### src/hw/rtl/bec_pkg.sv
// Package for the backslash escape codec: widths, register indexes, reset values
// and the beat and lookup types shared by the codec modules.
// Depends on nothing.
package bec_pkg;

   localparam int TABLE_ENTRIES = 6;
   localparam int BYTE_W        = 8;
   localparam int TABLE_W       = TABLE_ENTRIES * BYTE_W;
   localparam int COUNT_W       = 3;
   localparam int CSR_INDEX_W   = 2;
   localparam int CSR_DATA_W    = TABLE_W;
   localparam int QUEUE_DEPTH   = 2;
   localparam int QCOUNT_W      = 2;

   localparam logic [CSR_INDEX_W-1:0] CSR_DIRECTION_MODE  = 2'd0;
   localparam logic [CSR_INDEX_W-1:0] CSR_RAW_BYTE_TABLE  = 2'd1;
   localparam logic [CSR_INDEX_W-1:0] CSR_CODE_LETTER_TBL = 2'd2;
   localparam logic [CSR_INDEX_W-1:0] CSR_ENTRIES_IN_USE  = 2'd3;

   localparam logic MODE_ESCAPE   = 1'b0;
   localparam logic MODE_UNESCAPE = 1'b1;

   localparam logic [BYTE_W-1:0]  BACKSLASH           = 8'h5C;
   localparam logic [TABLE_W-1:0] RAW_TABLE_RESET     = 48'h1B5C090D0A00;
   localparam logic [TABLE_W-1:0] CODE_TABLE_RESET    = 48'h655C74726E30;
   localparam logic [COUNT_W-1:0] ENTRIES_RESET       = 3'd6;

   typedef struct packed {
      logic [BYTE_W-1:0] data;
      logic              last;
   } beat_type;

   typedef struct packed {
      logic              hit;
      logic [BYTE_W-1:0] value;
   } lookup_type;

endpackage

### src/hw/rtl/bec_channels.sv
// Handshake channel interfaces of the backslash escape codec: request and response.
// Depends on bec_pkg for the byte width.
interface bec_req_if;
   import bec_pkg::*;
   logic              valid;
   logic              ready;
   logic [BYTE_W-1:0] in_byte;
   logic              in_last;
   modport source (output valid, output in_byte, output in_last, input ready);
   modport sink   (input valid, input in_byte, input in_last, output ready);
endinterface

interface bec_rsp_if;
   import bec_pkg::*;
   logic              valid;
   logic              ready;
   logic [BYTE_W-1:0] out_byte;
   logic              out_last;
   modport source (output valid, output out_byte, output out_last, input ready);
   modport sink   (input valid, input out_byte, input out_last, output ready);
endinterface

### src/hw/rtl/bec_lookup.sv
// Table search of the backslash escape codec: finds a byte among the active
// entries of one table and returns the entry of the paired table. Uses bec_pkg.
module bec_lookup (
   input  logic [bec_pkg::BYTE_W-1:0]  key,
   input  logic [bec_pkg::TABLE_W-1:0] search_table,
   input  logic [bec_pkg::TABLE_W-1:0] result_table,
   input  logic [bec_pkg::COUNT_W-1:0] active_count,
   output bec_pkg::lookup_type         result
);
   import bec_pkg::*;

   // Walk from the top entry down so that the lowest matching entry wins.
   always_comb begin
      result.hit   = 1'b0;
      result.value = '0;
      for (int i = TABLE_ENTRIES - 1; i >= 0; i--) begin
         if ((COUNT_W'(i) < active_count) &&
             (search_table[i*BYTE_W +: BYTE_W] == key)) begin
            result.hit   = 1'b1;
            result.value = result_table[i*BYTE_W +: BYTE_W];
         end
      end
   end

endmodule

### src/hw/rtl/backslash_escape_codec.sv
// Top level of the backslash escape codec: configuration registers, input register,
// translation logic and a two-beat result queue. Uses bec_pkg, bec_channels, bec_lookup.
//
// Converts a byte stream, taking one byte per cycle while the output queue has room. In
// escape mode a byte found in the raw table leaves as a backslash followed by its code
// letter; in unescape mode a backslash not marked last is held and the next byte is mapped
// back through the code letter table, or passes unchanged if not found there. A byte is
// registered in the input register on acceptance, and its results are written from there
// into the two-beat output queue once the queue has room. The sustained rate is
// one request beat per cycle while each byte yields one result and the response port
// is ready; an escaped byte yields two result beats and needs both queue slots, and
// a held backslash yields no result at all. Configuration must only be written while idle.
module backslash_escape_codec (
   input  logic                            clock,
   input  logic                            reset,
   bec_req_if.sink                         req_chan,
   bec_rsp_if.source                       rsp_chan,
   input  logic                            csr_we,
   input  logic [bec_pkg::CSR_INDEX_W-1:0] csr_index,
   input  logic [bec_pkg::CSR_DATA_W-1:0]  csr_wdata
);
   import bec_pkg::*;

   logic                mode_ff;
   logic [TABLE_W-1:0]  raw_table_ff;
   logic [TABLE_W-1:0]  code_table_ff;
   logic [COUNT_W-1:0]  entries_ff;
   logic [COUNT_W-1:0]  active_count;

   logic                in_valid_ff;
   beat_type            in_beat_ff;
   logic                pending_ff, pending_in;

   beat_type            queue_ff [QUEUE_DEPTH];
   beat_type            queue_in [QUEUE_DEPTH];
   beat_type            shifted  [QUEUE_DEPTH];
   logic [QCOUNT_W-1:0] qcount_ff, qcount_in;
   logic [QCOUNT_W-1:0] base_count;
   logic [QCOUNT_W-1:0] slot_offset;

   beat_type            results  [QUEUE_DEPTH];
   logic [QCOUNT_W-1:0] result_count;
   lookup_type          found;
   logic [TABLE_W-1:0]  search_table;
   logic [TABLE_W-1:0]  result_table;
   logic                pop;
   logic                take;
   logic                accept;

   // Configuration registers.
   always_ff @(posedge clock) begin
      if (reset) begin
         mode_ff       <= MODE_ESCAPE;
         raw_table_ff  <= RAW_TABLE_RESET;
         code_table_ff <= CODE_TABLE_RESET;
         entries_ff    <= ENTRIES_RESET;
      end else if (csr_we) begin
         unique case (csr_index)
            CSR_DIRECTION_MODE:  mode_ff       <= csr_wdata[0];
            CSR_RAW_BYTE_TABLE:  raw_table_ff  <= csr_wdata[TABLE_W-1:0];
            CSR_CODE_LETTER_TBL: code_table_ff <= csr_wdata[TABLE_W-1:0];
            CSR_ENTRIES_IN_USE:  entries_ff    <= csr_wdata[COUNT_W-1:0];
            default: ;
         endcase
      end
   end

   assign active_count = (entries_ff > COUNT_W'(TABLE_ENTRIES)) ?
                         COUNT_W'(TABLE_ENTRIES) : entries_ff;

   // Escape searches the raw bytes, unescape searches the code letters.
   assign search_table = (mode_ff == MODE_UNESCAPE) ? code_table_ff : raw_table_ff;
   assign result_table = (mode_ff == MODE_UNESCAPE) ? raw_table_ff : code_table_ff;

   bec_lookup u_lookup (
      .key          (in_beat_ff.data),
      .search_table (search_table),
      .result_table (result_table),
      .active_count (active_count),
      .result       (found)
   );

   // Results of the registered byte.
   always_comb begin
      results[0]   = in_beat_ff;
      results[1]   = in_beat_ff;
      result_count = QCOUNT_W'(1);
      pending_in   = 1'b0;
      if (mode_ff == MODE_ESCAPE) begin
         if (found.hit) begin
            results[0].data = BACKSLASH;
            results[0].last = 1'b0;
            results[1].data = found.value;
            result_count    = QCOUNT_W'(2);
         end
      end else if (pending_ff) begin
         if (found.hit) begin
            results[0].data = found.value;
         end
      end else if ((in_beat_ff.data == BACKSLASH) && !in_beat_ff.last) begin
         result_count = '0;
         pending_in   = 1'b1;
      end
   end

   assign pop        = (qcount_ff != '0) && rsp_chan.ready;
   assign base_count = qcount_ff - QCOUNT_W'(pop);
   assign take       = in_valid_ff && (result_count <= (QCOUNT_W'(QUEUE_DEPTH) - base_count));
   assign accept     = req_chan.valid && req_chan.ready;

   assign req_chan.ready = !in_valid_ff || take;

   // Input register.
   always_ff @(posedge clock) begin
      if (reset) begin
         in_valid_ff <= 1'b0;
         pending_ff  <= 1'b0;
      end else begin
         if (accept) begin
            in_valid_ff <= 1'b1;
         end else if (take) begin
            in_valid_ff <= 1'b0;
         end
         if (take) begin
            pending_ff <= pending_in;
         end
      end
   end

   always_ff @(posedge clock) begin
      if (accept) begin
         in_beat_ff.data <= req_chan.in_byte;
         in_beat_ff.last <= req_chan.in_last;
      end
   end

   // Result queue: drop the head on a beat, then append the new results behind.
   assign shifted[0] = pop ? queue_ff[1] : queue_ff[0];
   assign shifted[1] = queue_ff[1];

   always_comb begin
      for (int i = 0; i < QUEUE_DEPTH; i++) begin
         slot_offset = QCOUNT_W'(i) - base_count;
         queue_in[i] = shifted[i];
         if (take && (QCOUNT_W'(i) >= base_count) && (slot_offset < result_count)) begin
            queue_in[i] = results[slot_offset[0]];
         end
      end
      qcount_in = take ? (base_count + result_count) : base_count;
   end

   always_ff @(posedge clock) begin
      if (reset) begin
         qcount_ff <= '0;
      end else begin
         qcount_ff <= qcount_in;
      end
   end

   always_ff @(posedge clock) begin
      for (int i = 0; i < QUEUE_DEPTH; i++) begin
         queue_ff[i] <= queue_in[i];
      end
   end

   assign rsp_chan.valid    = (qcount_ff != '0);
   assign rsp_chan.out_byte = queue_ff[0].data;
   assign rsp_chan.out_last = queue_ff[0].last;

endmodule

### src/flat_wrapper.sv
// flat-port wrapper written by rule: the top's interface ports become plain ports
module backslash_escape_codec_flat import bec_pkg::*;
  (clock, reset, csr_we, csr_index, csr_wdata, req_chan_valid, req_chan_in_byte, req_chan_in_last, req_chan_ready, rsp_chan_valid, rsp_chan_out_byte, rsp_chan_out_last, rsp_chan_ready);
  bec_req_if req_chan_i ();
  bec_rsp_if rsp_chan_i ();
  input  logic clock;
  input  logic reset;
  input  logic csr_we;
  input  logic [bec_pkg::CSR_INDEX_W-1:0] csr_index;
  input  logic [bec_pkg::CSR_DATA_W-1:0] csr_wdata;
  input wire logic [$bits(req_chan_i.valid)-1:0] req_chan_valid;
  input wire logic [$bits(req_chan_i.in_byte)-1:0] req_chan_in_byte;
  input wire logic [$bits(req_chan_i.in_last)-1:0] req_chan_in_last;
  output wire logic [$bits(req_chan_i.ready)-1:0] req_chan_ready;
  output wire logic [$bits(rsp_chan_i.valid)-1:0] rsp_chan_valid;
  output wire logic [$bits(rsp_chan_i.out_byte)-1:0] rsp_chan_out_byte;
  output wire logic [$bits(rsp_chan_i.out_last)-1:0] rsp_chan_out_last;
  input wire logic [$bits(rsp_chan_i.ready)-1:0] rsp_chan_ready;
  assign req_chan_i.valid = req_chan_valid;
  assign req_chan_i.in_byte = req_chan_in_byte;
  assign req_chan_i.in_last = req_chan_in_last;
  assign req_chan_ready = req_chan_i.ready;
  assign rsp_chan_valid = rsp_chan_i.valid;
  assign rsp_chan_out_byte = rsp_chan_i.out_byte;
  assign rsp_chan_out_last = rsp_chan_i.out_last;
  assign rsp_chan_i.ready = rsp_chan_ready;
  backslash_escape_codec u_core (.clock(clock), .reset(reset), .req_chan(req_chan_i), .rsp_chan(rsp_chan_i), .csr_we(csr_we), .csr_index(csr_index), .csr_wdata(csr_wdata));
endmodule
### config.mk
export PLATFORM = sky130hd
export DESIGN_NAME = backslash_escape_codec_flat
export DESIGN_NICKNAME = d
export VERILOG_FILES = /design/src/hw/rtl/bec_pkg.sv /design/src/hw/rtl/bec_channels.sv /design/src/hw/rtl/bec_lookup.sv /design/src/hw/rtl/backslash_escape_codec.sv /design/src/flat_wrapper.sv
export SDC_FILE = /design/constraint.sdc
export NUM_CORES = 1
export LEC_CHECK = 0
export ABC_AREA = 1
export BUFFER_PORTS_ARGS = -buffer_cell sky130_fd_sc_hd__buf_2
export CORE_MARGIN = 3
export CORE_UTILIZATION = 48
export DETAILED_ROUTE_END_ITERATION = 8
export PLACE_DENSITY = 0.67
export SLEW_MARGIN = 15
export SYNTH_ARGS = -nofsm -noshare
export SYNTH_HDL_FRONTEND = slang
export SYNTH_SLANG_ARGS = --single-unit
### constraint.sdc
create_clock -name clock -period 5.3 [get_ports clock]
set_clock_uncertainty 0.2 [all_clocks]
set_input_delay 0 -clock clock [delete_from_list [all_inputs] [get_ports clock]]
set_output_delay 0 -clock clock [all_outputs]
set_load 0.005 [all_outputs]
==> impl_metrics.json, run 1 <==
{
  "drt-initial-drc-count": 770,
  "die_height_um": 135,
  "wirelength_um": 23200,
  "clock-sinks": 131,
  "crit_required_ns": 5.19,
  "cts_max_path_buffers": 2,
  "arrival_ns": 4.65,
  "criticalPathCategory": "register to register",
  "first_global_vias": 7324,
  "syn_avg_cell_area_um2": 6.46,
  "synth_flop_cell": "dfxtp_1",
  "grt_pass1_wl_um": 38300,
  "clk-insertion-delay-late_ns": 0.42,
  "p_leak_nw": 4.63,
  "clockRootBuffer": "clkbuf_16",
  "async_flop_share": 0,
  "core_area_um2": 16100,
  "track_usage": 0.263,
  "tightest_slew_ns": 0.914,
  "rows": 46,
  "ys_seq_area_frac": 0.362,
  "ant_nets": 0,
  "setup_viol": 0,
  "grt_antenna_before_repair": 0,
  "finalCritPeriodShare": 0.897,
  "drc": 0,
  "clock.fmax_mhz": 210,
  "layout-drive-gt1-share": 0.115,
  "start_util": 0.496,
  "cp_slowest_cell": "dfxtp_4",
  "final.min_clock_period_ns": 4.76,
  "area_growth_pct": 19.8,
  "grt_max_degree": 101,
  "slew_headroom": 0.391,
  "dieArea_um2": 18200,
  "design.portCount": 75,
  "setup_slack_ns": 0.545,
  "die_w_um": 135,
  "yosys_warnings": 0,
  "final_common_cell": "nand2_1",
  "route.detailed.vias_per_inst": 5.13,
  "placed_cells": 1466,
  "cts_made_buffers": 17,
  "final_cell_mix": "nand2_1 (440), nor2_1 (142), dfxtp_1 (103)",
  "synth_cells": 1238,
  "synth_area_um2": 7990,
  "worstHoldPathType": "primary input to register",
  "synth_edf_count": 27,
  "powerDensity_nw_per_um2": 359,
  "cts_tree": "built",
  "max_stage_delay_ns": 0.50,
  "layout.nets": 1403,
  "instances_no_fill": 1560,
  "synth_top_area_share": 0.260,
  "overflow": 0,
  "rsz0062_at_grt": "false",
  "avgRoutedWirePerCell_um": 14.9,
  "yosysTopAreaCell": "dfxtp_1",
  "cts_max_level": 4,
  "path_max_fanout": 49,
  "crit_chain": "buf_4, o21ai_0, or2_0, nand3_1, nor2_1, nand3_2, inv_1, nor2_2, nand3_2, nand2_4, inv_2, nor2_1, ha_1, or3_1, nand3_1, inv_2, nand2_2, o21ai_1",
  "path_clk_slew_ns": 0.06,
  "ys_seq_elements": 131,
  "diodes": 0,
  "finalMaxSlewViolations": 0,
  "cp-start-kind": "register",
  "ir_worst_vdd_uv": 247,
  "endpoint_kind": "register",
  "drt_pre_antenna_iters": 5,
  "status": "completed",
  "dp_hpwl_um": 15900,
  "syn_nets": 1310,
  "synth_area_leaders": "dfxtp_1 (26%), nand2_1 (21%), edfxtp_1 (10%)",
  "place_ws_ns": 0.578,
  "synthDistinctLibCells": 44,
  "io_buffer_count": 74,
  "hold_viol": 0,
  "final.setup.tns_ns": 0,
  "cap_viol_max_count": 0,
  "place_congestion": 0.953,
  "vias": 8004
}
==> cells in the mapped netlist, types with 5 or more instances <==
| master | count |
|---|---|
| a21oi_1 | 50 |
| a31oi_1 | 10 |
| buf_2 | 8 |
| buf_4 | 10 |
| buf_6 | 10 |
| clkbuf_1 | 47 |
| dfxtp_1 | 104 |
| edfxtp_1 | 27 |
| ha_1 | 8 |
| inv_1 | 73 |
| inv_2 | 8 |
| mux2i_1 | 6 |
| nand2_1 | 440 |
| nand3_1 | 97 |
| nand4_1 | 6 |
| nor2_1 | 143 |
| o211ai_1 | 18 |
| o21a_1 | 5 |
| o21ai_0 | 102 |
| o21ai_1 | 12 |
| xor2_1 | 13 |
==> per-stage QoR <==
step / power (mW) / util / hold slack [ns] / area [um^2]
CTS: 3.44 / 0.594 / 0.0218 / 9580
detailed placement: 2.19 / 0.518 / -0.0212 / 8340
global route: 3.64 / 0.594 / 0.0742 / 9580
finish: 3.43 / 0.594 / 0.0166 / 9580
floorplan: 1.97 / - / -0.131 / 7990
global placement: 2.19 / 0.518 / -0.0227 / 8340
==> power by group <==
part / internal (mW) / total, mW / switching [mW]
clock: 0.767 / 1.22 / 0.453
combinational: 0.353 / 0.973 / 0.620
sequential: 1.16 / 1.24 / 0.0765
total: 2.29 / 3.43 / 1.15
==> layout make-up <==
class,count,area [um^2]
Fill cell,1522,6540
Multi-Input combinational cell,944,4350
Sequential cell,131,2900
Timing Repair Buffer,152,1120
Clock buffer,21,460
Inverter,85,322
Tap cell,216,270
Clock inverter,11,151
==> cell families after synthesis <==
family / share of synthesized area
AND/OR/NAND/NOR: 0.364
AO/OA/AOI/OAI: 0.142
buffers and inverters: 0.0950
flip-flops: 0.362
XOR/XNOR: 0.0164
adder cells (fa/ha/maj): 0.0125
multiplexers: 0.00751
==> critical path, delay by kind of cell (launching register included) <==
family,cells,cell delay [ns]
flip-flops,1,0.50
AO/OA/AOI/OAI,2,0.48
adder cells (fa/ha/maj),1,0.30
buffers and inverters,4,0.78
AND/OR/NAND/NOR,11,2.13
==> what timing repair did <==
action / CTS / global route
buffers inserted: 0 / 0
gates resized for setup: 0 / 0
hold buffers: 62 / 0
hold endpoints to repair: 119 / 0
==> routing by layer <==
layer	up-vias	routed length, um	GRT usage	part of all wire
met1	3503	11400	0.394	0.49
met4	0	523	0.0868	0.023
met3	35	1780	0.0477	0.077
met5	-	0	0	0
met2	288	9460	0.384	0.41
li1	4178	-	-	-
==> worst paths after layout <==
path	depth (start not counted)	from	end	slack (ns)
worst max-delay path	18	u_core.mode_ff	u_core.queue_ff[0][6]	0.54
worst min-delay path	3	rsp_chan_ready	u_core.queue_ff[0][4]	0.02
worst max register to register	18	u_core.mode_ff	u_core.queue_ff[0][6]	0.54
worst min register to register	2	u_core.code_table_ff[12]	u_core.code_table_ff[12]	0.27
==> flip-flops by register name (all words and copies together) (netlist names) <==
name and count:
u_core.queue_ff 18, u_core.qcount_ff 2, u_core.entries_ff 3, u_core.mode_ff 1, u_core.in_valid_ff 1, u_core.raw_table_ff 48, u_core.code_table_ff 48, u_core.pending_ff 1
u_core.in_beat_ff 9
Note: power is estimated with default switching activity, not from simulation.
==> inputs of run 2 (changes only) <==
CORE_UTILIZATION = 60   (was 48)
PLACE_DENSITY = 0.81   (was 0.67)
==> impl_metrics.json, run 2 (synthesis gave the netlist of run 1 again) <==
{
  "status": "completed",
  "diodes": 0,
  "timing.rr.end": "u_core.queue_ff[0][10]",
  "clk-insertion-delay-late_ns": 0.43,
  "max_stage_delay_ns": 0.58,
  "rr_startpoint": "u_core.mode_ff",
  "cp-start-kind": "register",
  "avgRoutedWirePerCell_um": 15.6,
  "layout.nets": 1411,
  "cts_made_buffers": 17,
  "track_usage": 0.332,
  "first_global_vias": 7598,
  "design.portCount": 75,
  "cap_viol_max_count": 0,
  "stdcell_area_um2": 9600,
  "postCtsSetupRepairBufs": 0,
  "overflow": 0,
  "endpoint_kind": "register",
  "core_area_um2": 12800,
  "critPathCapture": "u_core.queue_ff[0][10]",
  "slew_headroom": 0.391,
  "place_congestion": 0.976,
  "arrival_ns": 4.58,
  "drt-initial-drc-count": 907,
  "route.detailed.vias_per_inst": 5.49,
  "dpl-instance-area_um2": 8270,
  "worstHoldPathType": "primary input to register",
  "placed_cells": 1421,
  "finalCritPeriodShare": 0.893,
  "cts_tree": "built",
  "path_clk_slew_ns": 0.06,
  "die_height_um": 121,
  "hold_viol": 0,
  "drc": 0,
  "grt_antenna_before_repair": 0,
  "ir_worst_vdd_uv": 242,
  "ant_nets": 0,
  "cts_max_level": 4,
  "final_common_cell": "nand2_1",
  "crit_required_ns": 5.15,
  "path_max_fanout": 66,
  "powerDensity_nw_per_um2": 362,
  "final.min_clock_period_ns": 4.73,
  "finalMaxSlewViolations": 0,
  "final.setup.tns_ns": 0,
  "die_w_um": 121,
  "cpMostUsedCell": "nor2_1",
  "cts_max_path_buffers": 2,
  "area_growth_pct": 20.1,
  "instances_no_fill": 1524,
  "biggestRegsByFlops": "u_core.code_table_ff: 48 flops, u_core.raw_table_ff: 48 flops, u_core.queue_ff: 18 flops",
  "dieArea_um2": 14700,
  "clock.fmax_mhz": 211,
  "dp_hpwl_um": 15300,
  "rows": 41,
  "clock-sinks": 131,
  "crit_path_start": "u_core.mode_ff",
  "layout-drive-gt1-share": 0.114,
  "drt_pre_antenna_iters": 6,
  "grt_pass1_wl_um": 38600,
  "tightest_slew_ns": 0.913,
  "rrSetupSlack_ns": 0.57,
  "reg2reg_depth": 19,
  "setup_viol": 0,
  "crit_chain": "buf_4, o21ai_0, nand2_1, nand2_1, nor2_1, nand3_1, nor2_4, nor2_1, nand3_2, nand2_4, inv_2, nor2_1, ha_1, o21ai_0, nand3_1, nand3_1, inv_2, o21ai_0, nor2_1",
  "grt_max_degree": 101,
  "clockRootBuffer": "clkbuf_16",
  "final_cell_mix": "nand2_1 (440), nor2_1 (142), dfxtp_1 (103)",
  "criticalPathCategory": "register to register",
  "p_leak_nw": 4.67,
  "io_buffer_count": 74,
  "wirelength_um": 23800,
  "vias": 8369,
  "cp_slowest_cell": "nor2_1",
  "start_util": 0.623,
  "rsz0062_at_grt": "false"
}
run 2: cell types whose count changed in the layout (fill, tap and decap cells not counted), sizes merged:
cell | before | now
clkbuf | 21 | 18
buf | 90 | 89
inv | 84 | 86
clkinvlp | 2 | 0
dlygate4sd3 | 62 | 71
clkinv | 7 | 10
run 2: cell type report:
cell class	count	area, um^2
Tap cell	172	215
Fill cell	1024	3220
Clock inverter	14	173
Clock buffer	18	450
Inverter	85	322
Sequential cell	131	2900
Multi-Input combinational cell	944	4350
Timing Repair Buffer	160	1190
run 2: through the flow:
stage	hold slack (ns)	utilization	worst slack [ns]	power, mW
final	0.0200	0.749	0.570	3.47
after CTS	0.0213	0.749	0.639	3.45
after floorplan	-0.131	-	1.65	1.97
after global routing	0.0479	0.749	0.281	3.66
after detailed placement	-0.0219	0.645	0.695	2.18
after global placement	-0.0236	0.645	0.856	2.17
run 2: timing repair:
action,in CTS,in global routing
hold buffers,71,0
resized for setup,0,0
hold endpoints to repair,119,0
run 2: worst min path at each step:
stage	from	endpoint	slack (ns)	cells past startpoint
after global placement	req_chan_in_byte[0]	u_core.in_beat_ff[1]	-0.02	1
after global routing	rsp_chan_ready	u_core.queue_ff[0][6]	0.05	3
after CTS	rsp_chan_ready	u_core.queue_ff[0][6]	0.02	3
final	rsp_chan_ready	u_core.queue_ff[0][6]	0.02	3
after detailed placement	req_chan_in_byte[4]	u_core.in_beat_ff[5]	-0.02	1
after floorplan	reset	u_core.in_valid_ff	-0.13	1
run 2: report_power, final:
group          internal [mW]  switching (mW)
registers               1.16          0.0690
logic                  0.359           0.638
clock network          0.771           0.470
total                   2.30            1.18
run 2: critical path, delay by kind of cell (launching register included):
kind / cells / cell delay (ns)
fa+ha+maj: 1 / 0.34
flops: 1 / 0.37
compound gates: 3 / 0.48
simple gates: 12 / 2.18
buf+inv: 3 / 0.75
run 2: layer usage:
layer | track usage | routed length [um]
met5 | 0 | 0
met4 | 0.136 | 726
met1 | 0.471 | 10500
met2 | 0.492 | 10200
met3 | 0.0699 | 2290
==> inputs of run 3 (changes only) <==
CORE_UTILIZATION = 40   (was 60)
PLACE_DENSITY = default   (was 0.81)
==> impl_metrics.json, run 3 (synthesis gave the netlist of run 1 again) <==
{
  "area_growth_pct": 21.1,
  "crit_chain": "buf_12, o21ai_0, or2_0, nand3_1, nor2_1, nand3_2, inv_1, nor2_2, nand3_2, nand2_4, inv_2, nor2_1, ha_1, or3_1, nand3_1, inv_2, nand2_2, o21ai_1",
  "cts_resized": 0,
  "endpoint_kind": "register",
  "drc": 0,
  "core_area_um2": 19500,
  "design.portCount": 75,
  "layout-drive-gt1-share": 0.114,
  "clock.fmax_mhz": 218,
  "clock-sinks": 131,
  "postCtsSetupRepairBufs": 0,
  "dieArea_um2": 21700,
  "grt_pass1_wl_um": 39400,
  "status": "completed",
  "grt_max_degree": 116,
  "setup_slack_ns": 0.717,
  "wirelength_um": 24200,
  "rsz0062_at_grt": "false",
  "place_ws_ns": 0.737,
  "dpl-instance-area_um2": 8400,
  "cts_max_level": 4,
  "final.min_clock_period_ns": 4.58,
  "postCtsHoldBufs": 64,
  "final_cell_mix": "nand2_1 (440), nor2_1 (142), dfxtp_1 (103)",
  "clockRootBuffer": "clkbuf_16",
  "dp_hpwl_um": 16500,
  "place_congestion": 0.912,
  "route.detailed.vias_per_inst": 5.00,
  "arrival_ns": 4.48,
  "biggestRegsByFlops": "u_core.code_table_ff: 48 flops, u_core.raw_table_ff: 48 flops, u_core.queue_ff: 18 flops",
  "finalMaxSlewViolations": 0,
  "path_max_fanout": 115,
  "final.setup.tns_ns": 0,
  "grt_antenna_before_repair": 0,
  "vias": 8038,
  "powerDensity_nw_per_um2": 359,
  "drt_pre_antenna_iters": 6,
  "cp_slowest_cell": "buf_12",
  "max_stage_delay_ns": 0.39,
  "die_height_um": 147,
  "io_buffer_count": 74,
  "clk-insertion-delay-late_ns": 0.43,
  "die_w_um": 147,
  "rrSetupSlack_ns": 0.72,
  "setup_viol": 0,
  "drt-initial-drc-count": 838,
  "overflow": 0,
  "first_global_vias": 7341,
  "instances_no_fill": 1609,
  "cts_made_buffers": 17,
  "final_common_cell": "nand2_1",
  "ir_worst_vdd_uv": 224,
  "stdcell_area_um2": 9680,
  "rows": 51,
  "p_leak_nw": 4.66,
  "track_usage": 0.228,
  "layout.nets": 1403,
  "avgRoutedWirePerCell_um": 15.0,
  "path_buf_inv": 4,
  "criticalPathCategory": "register to register",
  "diodes": 0,
  "crit_family": "simple AND/OR/NAND/NOR gates",
  "tightest_slew_ns": 0.963,
  "placed_cells": 1513,
  "cts_max_path_buffers": 2,
  "hold_viol": 0,
  "crit_required_ns": 5.20,
  "cts_tree": "built",
  "cp-start-kind": "register",
  "start_util": 0.409,
  "cap_viol_max_count": 0,
  "finalCritPeriodShare": 0.865,
  "ant_nets": 0,
  "path_clk_slew_ns": 0.06,
  "worstHoldPathType": "primary input to register",
  "slew_headroom": 0.358
}
==> run 3: routing by layer <==
layer  global-route usage  up-vias  share of wire
met1                0.337     3603           0.50
met5                    0        -              0
met3               0.0472       15          0.064
met2                0.342      244           0.43
li1                     -     4176              -
met4               0.0564        0          0.012
==> run 3: area by class of cell <==
type,instances,area (um^2)
Clock buffer,27,581
Clock inverter,5,55.1
Fill cell,2043,9850
Inverter,85,322
Multi-Input combinational cell,944,4350
Sequential cell,131,2900
Tap cell,265,332
Timing Repair Buffer,152,1140
==> run 3: metrics by stage <==
stage          power, mW  utilization  hold WS (ns)
6_report            3.47        0.496        0.0350
3_3_place_gp        2.20        0.430       -0.0192
2_1_floorplan       1.97            -        -0.131
5_1_grt             3.69        0.496        0.0693
3_5_place_dp        2.19        0.430       -0.0213
4_1_cts             3.49        0.496        0.0332
==> run 3: power breakdown <==
part / internal, mW / switching (mW) / total [mW]
logic: 0.355 / 0.647 / 1.00
clock network: 0.797 / 0.442 / 1.24
registers: 1.16 / 0.0668 / 1.23
==> run 3: final timing paths <==
check / from / cells after the start / to
worst min-delay path: rsp_chan_ready / 3 / u_core.queue_ff[0][0]
worst max register to register: u_core.mode_ff / 18 / u_core.queue_ff[0][5]
worst min register to register: u_core.code_table_ff[39] / 2 / u_core.code_table_ff[39]
worst max-delay path: u_core.mode_ff / 18 / u_core.queue_ff[0][5]
==> run 3: worst register-to-register path, delay by kind of cell, from the launching register on <==
family	cells	cell delay (ns)
simple gates	11	2.16
fa+ha+maj	1	0.31
compound gates	2	0.51
buf+inv	4	0.70
flops	1	0.37
